**src/hdl/rmts_pkg.sv**
```systemverilog
`default_nettype none

package rmts_pkg;

   // Item codes carried in the mode field
   localparam logic MODE_LOAD = 1'b0;
   localparam logic MODE_TICK = 1'b1;

   localparam int CFG_BITS = 4;

   typedef struct packed {
      logic        mode;
      logic [2:0]  task_slot;
      logic [15:0] exec_time;
      logic [15:0] task_period;
   } req_type;

   typedef struct packed {
      logic       ran;
      logic [2:0] run_slot;
      logic [7:0] miss_mask;
   } rsp_type;

endpackage

`default_nettype wire

```
**src/hdl/rmts_pick.sv**
```systemverilog
`default_nettype none

// Shortest-period pick over the ready tasks; ties go to the lower index.
module rmts_pick import rmts_pkg::*; #(
   parameter int SLOTS     = 8,
   parameter int TIME_BITS = 16
) (
   input  wire logic                     ready   [SLOTS],
   input  wire logic [TIME_BITS-1:0]     period  [SLOTS],
   output logic                          found,
   output logic [$clog2(SLOTS)-1:0]      pick_idx
);

   localparam int LEVELS = $clog2(SLOTS);
   localparam int LEAVES = 1 << LEVELS;
   localparam int NODES  = 2 * LEAVES;

   logic                 node_vld [1:NODES-1];
   logic [TIME_BITS-1:0] node_per [1:NODES-1];
   logic [LEVELS-1:0]    node_idx [1:NODES-1];

   for (genvar l = 0; l < LEAVES; l++) begin : g_leaf
      localparam int LI = l;
      if (l < SLOTS) begin : g_used
         assign node_vld[LEAVES+l] = ready[l];
         assign node_per[LEAVES+l] = period[l];
      end else begin : g_pad
         assign node_vld[LEAVES+l] = 1'b0;
         assign node_per[LEAVES+l] = '0;
      end
      assign node_idx[LEAVES+l] = LI[LEVELS-1:0];
   end

   // Left child holds lower indices, so it wins on equal periods
   for (genvar n = 1; n < LEAVES; n++) begin : g_node
      logic take_left;
      assign take_left = node_vld[2*n] &&
                         (!node_vld[2*n+1] || (node_per[2*n] <= node_per[2*n+1]));
      assign node_vld[n] = node_vld[2*n] || node_vld[2*n+1];
      assign node_per[n] = take_left ? node_per[2*n] : node_per[2*n+1];
      assign node_idx[n] = take_left ? node_idx[2*n] : node_idx[2*n+1];
   end

   assign found    = node_vld[1];
   assign pick_idx = node_idx[1];

endmodule

`default_nettype wire

```
**src/hdl/rate_monotonic_tick_scheduler_core.sv**
```systemverilog
`default_nettype none

// Channel   Direction  Handshake                  Payload
// req       in         req_valid / req_ready      req_item  (rmts_pkg::req_type)
// rsp       out        rsp_valid / rsp_ready      rsp_item  (rmts_pkg::rsp_type)
// csr       in         csr_wr_en, no wait         csr_wr_data (task_count, 4 bits)
//
// Each item runs through the release, countdown and pick logic that sits between
// the task table registers and the result register, and one item is accepted
// per cycle whenever the result register is empty or being drained.
// A stalled result holds req_ready low until it is taken.
// Synchronous reset clears the task table to its idle values (period one,
// everything else zero) and sets task_count to one; no sweep is needed.
module rate_monotonic_tick_scheduler_core import rmts_pkg::*; #(
   parameter int TASK_SLOTS = 8,
   parameter int TIME_BITS  = 16
) (
   input  wire logic                clock,
   input  wire logic                reset,
   input  wire logic                req_valid,
   output logic                     req_ready,
   input  wire req_type             req_item,
   output logic                     rsp_valid,
   input  wire logic                rsp_ready,
   output rsp_type                  rsp_item,
   input  wire logic                csr_wr_en,
   input  wire logic [CFG_BITS-1:0] csr_wr_data
);

   localparam int SLOT_BITS = $clog2(TASK_SLOTS);
   localparam int MISS_W    = (TASK_SLOTS > 8) ? TASK_SLOTS : 8;
   localparam logic [TIME_BITS-1:0] TIME_ONE = TIME_BITS'(1);

   // Task table
   logic [TIME_BITS-1:0] exec_ff   [TASK_SLOTS];
   logic [TIME_BITS-1:0] period_ff [TASK_SLOTS];
   logic [TIME_BITS-1:0] work_ff   [TASK_SLOTS];
   logic [TIME_BITS-1:0] cd_ff     [TASK_SLOTS];
   logic [TIME_BITS-1:0] exec_in   [TASK_SLOTS];
   logic [TIME_BITS-1:0] period_in [TASK_SLOTS];
   logic [TIME_BITS-1:0] work_in   [TASK_SLOTS];
   logic [TIME_BITS-1:0] cd_in     [TASK_SLOTS];

   logic [CFG_BITS-1:0]  task_count_ff;

   logic                 rsp_valid_ff;
   rsp_type              rsp_ff;
   rsp_type              rsp_in;

   logic                 req_fire;

   // Tick view of each entry after the release step
   logic [5:0]           act_cnt;
   logic                 active    [TASK_SLOTS];
   logic                 released  [TASK_SLOTS];
   logic                 ready_vec [TASK_SLOTS];
   logic [TIME_BITS-1:0] work_rel  [TASK_SLOTS];
   logic [MISS_W-1:0]    miss_vec;

   logic                 pick_found;
   logic [SLOT_BITS-1:0] pick_idx;

   // Load decode
   logic [31:0]          slot_wide;
   logic [31:0]          exec_wide;
   logic [31:0]          per_wide;
   logic [SLOT_BITS-1:0] load_idx;
   logic                 load_ok;
   logic [TIME_BITS-1:0] load_exec;
   logic [TIME_BITS-1:0] load_per;
   logic [31:0]          pick_wide;

   // Accept while the result register is free or its item leaves this cycle
   assign req_ready = !rsp_valid_ff || rsp_ready;
   assign req_fire  = req_valid && req_ready;
   assign rsp_valid = rsp_valid_ff;
   assign rsp_item  = rsp_ff;

   // Clamp the active count to 1 .. TASK_SLOTS
   always_comb begin
      if (task_count_ff == '0) begin
         act_cnt = 6'd1;
      end else if ({2'b00, task_count_ff} > 6'(TASK_SLOTS)) begin
         act_cnt = 6'(TASK_SLOTS);
      end else begin
         act_cnt = {2'b00, task_count_ff};
      end
   end

   // Release step: a zero countdown reloads the work, flagging leftover work
   always_comb begin
      miss_vec = '0;
      for (int i = 0; i < TASK_SLOTS; i++) begin
         active[i]   = 6'(i) < act_cnt;
         released[i] = active[i] && (cd_ff[i] == '0);
         work_rel[i] = released[i] ? exec_ff[i] : work_ff[i];
         miss_vec[i] = released[i] && (work_ff[i] != '0);
         ready_vec[i] = active[i] && (work_rel[i] != '0);
      end
   end

   rmts_pick #(
      .SLOTS     (TASK_SLOTS),
      .TIME_BITS (TIME_BITS)
   ) u_pick (
      .ready    (ready_vec),
      .period   (period_ff),
      .found    (pick_found),
      .pick_idx (pick_idx)
   );

   always_comb begin
      slot_wide = 32'(req_item.task_slot);
      exec_wide = 32'(req_item.exec_time);
      per_wide  = 32'(req_item.task_period);
      load_idx  = slot_wide[SLOT_BITS-1:0];
      load_ok   = slot_wide < 32'(TASK_SLOTS);
      load_exec = exec_wide[TIME_BITS-1:0];
      load_per  = per_wide[TIME_BITS-1:0];
      // A zero period is stored as one
      if (load_per == '0) begin
         load_per = TIME_ONE;
      end
      pick_wide = 32'(pick_idx);
   end

   // Next state of the table and the result of this item
   always_comb begin
      exec_in   = exec_ff;
      period_in = period_ff;
      work_in   = work_ff;
      cd_in     = cd_ff;
      rsp_in    = '0;
      if (req_fire) begin
         if (req_item.mode == MODE_LOAD) begin
            // Out-of-range slots drop the write but still answer
            if (load_ok) begin
               exec_in[load_idx]   = load_exec;
               period_in[load_idx] = load_per;
               work_in[load_idx]   = '0;
               cd_in[load_idx]     = '0;
            end
         end else begin
            for (int i = 0; i < TASK_SLOTS; i++) begin
               work_in[i] = work_rel[i];
               if (released[i]) begin
                  cd_in[i] = period_ff[i] - TIME_ONE;
               end else if (active[i]) begin
                  cd_in[i] = cd_ff[i] - TIME_ONE;
               end
            end
            if (pick_found) begin
               work_in[pick_idx] = work_rel[pick_idx] - TIME_ONE;
            end
            rsp_in.ran       = pick_found;
            rsp_in.run_slot  = pick_found ? pick_wide[2:0] : 3'd0;
            rsp_in.miss_mask = miss_vec[7:0];
         end
      end
   end

   always_ff @(posedge clock) begin
      if (reset) begin
         for (int i = 0; i < TASK_SLOTS; i++) begin
            exec_ff[i]   <= '0;
            period_ff[i] <= TIME_ONE;
            work_ff[i]   <= '0;
            cd_ff[i]     <= '0;
         end
         task_count_ff <= CFG_BITS'(1);
         rsp_valid_ff  <= 1'b0;
      end else begin
         exec_ff   <= exec_in;
         period_ff <= period_in;
         work_ff   <= work_in;
         cd_ff     <= cd_in;
         if (csr_wr_en) begin
            task_count_ff <= csr_wr_data;
         end
         if (req_fire) begin
            rsp_valid_ff <= 1'b1;
         end else if (rsp_ready) begin
            rsp_valid_ff <= 1'b0;
         end
      end
   end

   // Result payload, loaded with each accepted item
   always_ff @(posedge clock) begin
      if (req_fire) begin
         rsp_ff <= rsp_in;
      end
   end

endmodule

`default_nettype wire

```
**config.mk**
```make
export PLATFORM = sky130hd
export DESIGN_NAME = rate_monotonic_tick_scheduler_core
export DESIGN_NICKNAME = d
export VERILOG_FILES = /design/src/hdl/rmts_pkg.sv /design/src/hdl/rmts_pick.sv /design/src/hdl/rate_monotonic_tick_scheduler_core.sv
export SDC_FILE = /design/constraint.sdc
export NUM_CORES = 2
export LEC_CHECK = 0
export ABC_CLOCK_PERIOD_IN_PS = 30000
export BUFFER_PORTS_ARGS = -buffer_cell sky130_fd_sc_hd__clkbuf_2
export CORE_MARGIN = 10
export CORE_UTILIZATION = 50
export CTS_CLUSTER_DIAMETER = 30
export DETAILED_ROUTE_END_ITERATION = 16
export GPL_ROUTABILITY_DRIVEN = 1
export PLACE_DENSITY = 0.66
export SYNTH_ARGS = -nofsm -noshare
export SYNTH_HDL_FRONTEND = slang
export SYNTH_HIERARCHICAL = 1
export SYNTH_SLANG_ARGS = --single-unit
```
**constraint.sdc**
```tcl
create_clock -name clock -period 30 [get_ports clock]
set_input_delay 1.5 -clock clock [delete_from_list [all_inputs] [get_ports clock]]
set_output_delay 1.5 -clock clock [all_outputs]
set_load 0.02 [all_outputs]
```
After elaboration in Yosys (flattened, before gate mapping)
Cells that the tools add are included.
{"block": "classes", "add_sub_neg": 17, "order_cmp": 20, "n_eq_ne": 8, "muxes": 55, "bitwise": 6, "reduce_logical": 94}
{"cell": "two-way mux 16 bit", "count": 35}
{"cell": "bitwise mux 128 bit", "count": 3}
{"cell": "two-way mux 128 bit", "count": 3}
{"cell": "subtractor 16 x 1 -> 16 bit (second input constant)", "count": 17}
{"cell": "bitwise AND 128 bit", "count": 2}
{"cell": "nonzero test 16 bit", "count": 16}
{"cell": "zero test 16 bit", "count": 9}
{"cell": "NOT 128 bit", "count": 1}
{"cell": "less-or-equal comparator 16 bit", "count": 7}
{"cell": "demux 16 bit (select 3 bit)", "count": 2}
{"cell": "binary-select mux 16 bit (select 3 bit)", "count": 1}
{"cell": "logical AND 1 bit", "count": 34}
{"cell": "< comparator 3 x 6 -> 1 bit (first input constant)", "count": 4}
{"cell": "!= test 3 x 1 -> 1 bit (second input constant)", "count": 8}
{"cell": "AND reduction 2 bit", "count": 10}
{"cell": "logical OR 1 bit", "count": 15}
{"cell": "< comparator 1 x 6 -> 1 bit (first input constant)", "count": 2}
{"cell": "< comparator 2 x 6 -> 1 bit (first input constant)", "count": 2}
{"cell": "greater-or-equal comparator 4 bit (second input constant)", "count": 2}
{"cell": "zero test 1 bit", "count": 8}
{"cell": "< comparator 4 x 1 -> 1 bit (second input constant)", "count": 2}
{"cell": "NOT 3 -> 4 bit", "count": 2}
{"cell": "two-way mux 1 bit", "count": 6}
{"cell": "two-way mux 6 bit", "count": 1}
{"cell": "7 further kinds", "count": 8}
{"block": "totals", "register_bits": 529, "input_bits": 45, "output_inout_bits": 14}

Depth between registers and ports, before layout
{"block": "depth", "word_depth": 28, "depth_mapped": 53, "depth_no_buf": 40}

Cells and area by module
Netlist, hierarchy kept.
{"mod": "rate_monotonic_tick_scheduler_core", "n_inst": 1, "cells_each": 3790, "area_each_um2": 27970.6, "seq_area_each_um2": 10710.3}
{"mod": "rmts_pick", "n_inst": 1, "cells_each": 510, "area_each_um2": 4010.1, "seq_area_each_um2": 0.0}

Worst setup path before layout
OpenSTA, ideal clock, no wires.
{"block": "synth_timing", "kind": "register -> register", "from": "reg task_count_ff[3]", "to": "reg work_ff[78] (netlist name)", "setup_time_ps": 138, "t_arrival_ps": 10120, "slack_ps": 19742, "stages_incl_launch_ff": 50, "n_path_buf": 14, "path_cell_list": "dfxtp_1 > buf_6 > a21o_1 > and4_1 > and3_1 > clkbuf_1 > buf_1 > clkbuf_1 > buf_1 > clkbuf_1 > o21ai_0 > a21oi_1 > o21ai_1 > a32oi_2 > buf_6 > buf_8 > mux2i_1 > inv_1 > [... 14 more ...] > nor2_1 > mux2i_1 > clkbuf_1 > inv_1 > clkbuf_1 > nand3_1 > o22ai_1 > or3_1 > buf_6 > inv_1 > ha_1 > or4b_1 > or2_2 > clkbuf_1 > nor3_2 > and2_0 > clkbuf_1 > o221ai_1"}
{"element": "start: declaration", "line_no": "rate_monotonic_tick_scheduler_core.sv:44", "rtl": "logic [CFG_BITS-1:0] task_count_ff;"}
{"element": "start signal: assignment", "line_no": "rate_monotonic_tick_scheduler_core.sv:178", "rtl": "task_count_ff <= csr_wr_data;"}
{"element": "end signal: assignment", "line_no": "rate_monotonic_tick_scheduler_core.sv:175", "rtl": "work_ff <= work_in;"}
{"element": "end: declaration", "line_no": "rate_monotonic_tick_scheduler_core.sv:37", "rtl": "logic [TIME_BITS-1:0] work_ff [TASK_SLOTS];"}

==> results by stage <==
Detailed routing:
- Dividing the detail-routed wire length by the instance count gives approximately 27 um.
- The total vias in the final route is between 30000 and 40000.
- The final wirelength is approximately 140 mm.
- For this run, design rule violations remaining after detail routing come to 0.
- The number of detailed-routing iterations run before antenna repair is 7.
- The routed via count divided by cell count is roughly 6.6.
- Once detail routing completed, the nets flagged for antenna violations numbered 0.
- The DRC violation total after the first TritonRoute iteration is 5045.

Cells and area:
- The top cell types in the final layout, fill and taps aside, are 863 x sky130_fd_sc_hd__nand2_1, 517 x sky130_fd_sc_hd__dfxtp_1, 487 x sky130_fd_sc_hd__a21oi_1, 372 x sky130_fd_sc_hd__nor2_1, 171 x sky130_fd_sc_hd__mux2i_1.
- The sequential cells in the finished layout cover a total of approximately 11000 um2.
- Relative to the synthesized area, the layout overhead comes to 18.2%.
- The final design utilization is 59.8%.
- The ratio of cells with drive above 1 in the final layout is between 10% and 20%.
- The layout filler cell count is approximately 6000.
- For this run, the post-layout net count is 4459.
- The library cell used most frequently in the layout, excluding fill and tap cells, is sky130_fd_sc_hd__nand2_1.
- The multi-input combinational cell area is 19800 um2.

Die:
- The chip width is 273 um.
- In this run the standard cell core region covers between 60000 and 70000 um2.
- The count of pins on the block boundary is about 60.
- The die height is between 200 and 300 um.
- The area of the die is between 70000 and 80000 um2.
- The floorplan has 92 rows.
- Once the floorplan was initialized, standard cells occupied between 50% and 60% of the core.

Timing:
- The number of slew-limit violations in the final report came to 0.
- The slew of the pin with the lowest slew margin is between 1 and 1.5 ns.
- For the final database, setup skew stands at just under 0.03 ns.
- The total negative setup slack is 0 ns.
- The headroom to the max-slew limit is about 8%.
- The worst path uses a little under half of the clock period.
- Final hold analysis gives a worst-case slack of 0.464 ns.
- The clock period minus worst slack is 13.61 ns.
- Setup violations remaining at the end of the flow were counted as 0.
- Setup repair after global routing left no endpoint under its margin.
- Static timing analysis puts the maximum clock frequency at ~0.073 GHz.
- The final-report hold violation count is 0.

Worst setup path:
- The worst register-to-register path ends at work_ff[122].
- The worst endpoint data arrival time is around 14 ns.
- The worst register-to-register path begins at cd_ff[119].
- The setup path with the least slack is of type flop to flop.
- STA puts the critical path data required time at a little over 30 ns.
- The critical path endpoint category is a flop.
- In this run the worst setup path begins at cd_ff[119].
- The critical path capture point is work_ff[122].
- The slowest cell on the critical path is sky130_fd_sc_hd__nor4bb_1.
- Of all nets on the critical path, the largest fanout is 19.
- STA classifies the critical path startpoint as a flop.
- Counting cells, the worst reg-to-reg path comes to 42.
- The minimum setup slack among reg-to-reg paths is 16.39 ns.
- For this run, the slowest stage of the critical path takes 0.87 ns.

Placement:
- The sum of net half-perimeters after detailed placement is roughly 98 mm.
- Buffers placed on the I/O ports in this run total 58.
- The routability-driven placement congestion ratio is about 1.1.

GRT:
- The largest net degree at the start of global routing is ~170.
- The via count of the first global-routing pass is between 30000 and 40000.
- Global routing consumed, over all layers together, 36.6% of the routing resources.
- The wire length of the first global-routing pass is just over 200 mm.
- The initial antenna violation count is 3.
- The total overflow left after global routing is 0.

Pwr:
- The worst supply voltage drop on vdd is around 0.25 mV.
- The leakage power is ~15 nW.
- The overall power of the completed layout is 4.68 mW.
- The power density normalized to cell area is 124 nW/um2.

Yosys:
- The count of unique library cells instantiated by Yosys is between 90 and 100.
- In this run the mean area of a mapped cell was 7.44 um2.
- The gate count of the mapped netlist is 4300.
- The total standard cell area after synthesis is about 32000 um2.
- The number of warnings issued by yosys is 6.
- The synthesized netlist net count is 4466.
- In the synthesized netlist the async set-or-reset flop fraction comes to 0%.
- The portion of the post-synthesis area used by sequential elements is 33.5%.
- The number of synthesized flops with an enable pin is 12.
- The synthesis-stage register bit count is ~530.
- The main flop type after synthesis is sky130_fd_sc_hd__dfxtp_1.

Flow run:
- The count of maximum capacitance violations is 0.

CTS:
- The clock tree from TritonCTS is done.
- The clock network latency to the later pin of the worst-skew pair is around 0.7 ns.
- The number of clock buffers added by TritonCTS is roughly 140.
- The root buffer cell chosen for the clock tree is sky130_fd_sc_hd__clkbuf_16.
- The number of buffers between clock root and the deepest sink is 3.
- After clock tree synthesis, the setup repair step added 0 buffers.
- The clock-pin slew on the worst setup and hold paths is 0.04 ns.
- CTS built an H-tree with a depth of 4.
- In this run, post-CTS repair resized a total of 0 instances.
- Buffers inserted to repair hold after CTS numbered 0.
- The tree built by TritonCTS fans out to between 500 and 600 sinks.

Min path:
- In this run the worst hold path is classified as flop to flop.

Outcome:
- The flow ran to the end, and the final reports show no timing, DRC or antenna violations.
-- worst min path at each step --
stage | from | slack, ns | depth (start not counted) | to
2_1_floorplan | exec_ff[119] | 0.44 | 2 | exec_ff[119]
3_3_place_gp | exec_ff[31] | 0.45 | 2 | exec_ff[31]
3_5_place_dp | exec_ff[47] | 0.46 | 2 | exec_ff[47]
4_1_cts | exec_ff[47] | 0.46 | 2 | exec_ff[47]
5_1_grt | exec_ff[119] | 0.49 | 2 | exec_ff[119]
6_report | exec_ff[115] | 0.46 | 2 | exec_ff[115]
-- report_power, final --
| part | switching (mW) | leakage, nW | internal [mW] |
|---|---|---|---|
| Sequential | 0.0528 | 4.30 | 0.762 |
| Clock | 0.472 | 2.37 | 1.09 |
| Combinational | 1.73 | 7.99 | 0.579 |
-- cell usage after synthesis (all sizes together), types with 9 or more instances --
cell	count	area share (%)
a2111oi	9	0.25
a31oi	68	1.3
o21ai	179	2.8
a22oi	102	2.4
edfxtp	12	1.1
mux2i	172	5.4
clkbuf	239	2.9
or2	16	0.31
o31ai	18	0.42
a21o	44	1.0
o211ai	38	0.91
a31o	9	0.25
xnor2	13	0.36
nand4	60	1.2
a211o	13	0.36
o22ai	53	1.0
ha	121	4.7
or3	24	0.49
a21oi	489	7.7
and2	26	0.51
a211oi	48	1.1
o32ai	19	0.52
inv	127	1.5
buf	38	0.82
dfxtp	517	32
nor3b	9	0.21
a32oi	36	1.0
nand3	91	1.4
nand2	863	10
nor4	94	2.0
nor3	81	1.3
a311oi	9	0.25
or4	16	0.40
a21boi	11	0.27
mux2	28	0.99
and3	45	0.88
nand2b	27	0.53
nor2	383	4.6
a22o	12	0.33
nor2b	17	0.33
-- worst max-delay path, delay by kind of cell, from the launching register on --
family | cells | cell delay [ns]
AO/OA/AOI/OAI | 14 | 3.38
flip-flops | 1 | 0.33
buffers and inverters | 5 | 1.41
multiplexers | 3 | 0.93
adder cells (fa/ha/maj) | 3 | 0.78
AND/OR/NAND/NOR | 17 | 6.62
-- state kept, by name (all words and copies together), names as in the netlist --
register	cells
cd_ff	128
period_ff	128
exec_ff	128
rsp_valid	1
rsp_item	12
work_ff	128
task_count_ff	4
-- per-layer routing --
layer / global-route usage, % / wire length [um] / up-vias
li1: - / - / 15600
met1: 47.1 / 56000 / 16400
met2: 55.1 / 60900 / 2047
met3: 8.92 / 15200 / 452
met4: 21.4 / 8810 / 2
met5: 0 / 13 / -
-- cell families after synthesis --
logic type / count (synthesis) / synth area share (%)
AND/OR/NAND/NOR: 1791 / 25.4
flip-flops: 529 / 33.5
AO/OA/AOI/OAI: 1232 / 24.1
buffers and inverters: 404 / 5.18
adder cells (fa/ha/maj): 121 / 4.73
multiplexers: 202 / 6.51
XOR/XNOR: 21 / 0.575
-- final cells by class --
cell class / instances / share of cell area [%]
Antenna cell: 1 / 0.00662
Sequential cell: 529 / 28.3
Inverter: 127 / 1.26
Multi-Input combinational cell: 3367 / 52.3
Clock buffer: 177 / 10.3
Tap cell: 846 / 2.80
Timing Repair Buffer: 131 / 2.31
Clock inverter: 73 / 2.66
-- stage by stage --
stage | std cells | instance area [um2] | setup slack (ns)
after floorplan | 4300 | 32000 | 19.74
final | 5251 | 37800 | 16.39
after CTS | 5250 | 37800 | 16.75
after detailed placement | 5000 | 32900 | 16.82
after global routing | 5250 | 37800 | 15.61
after global placement | 5000 | 32900 | 17.03
(Power assumes the default switching activity.)
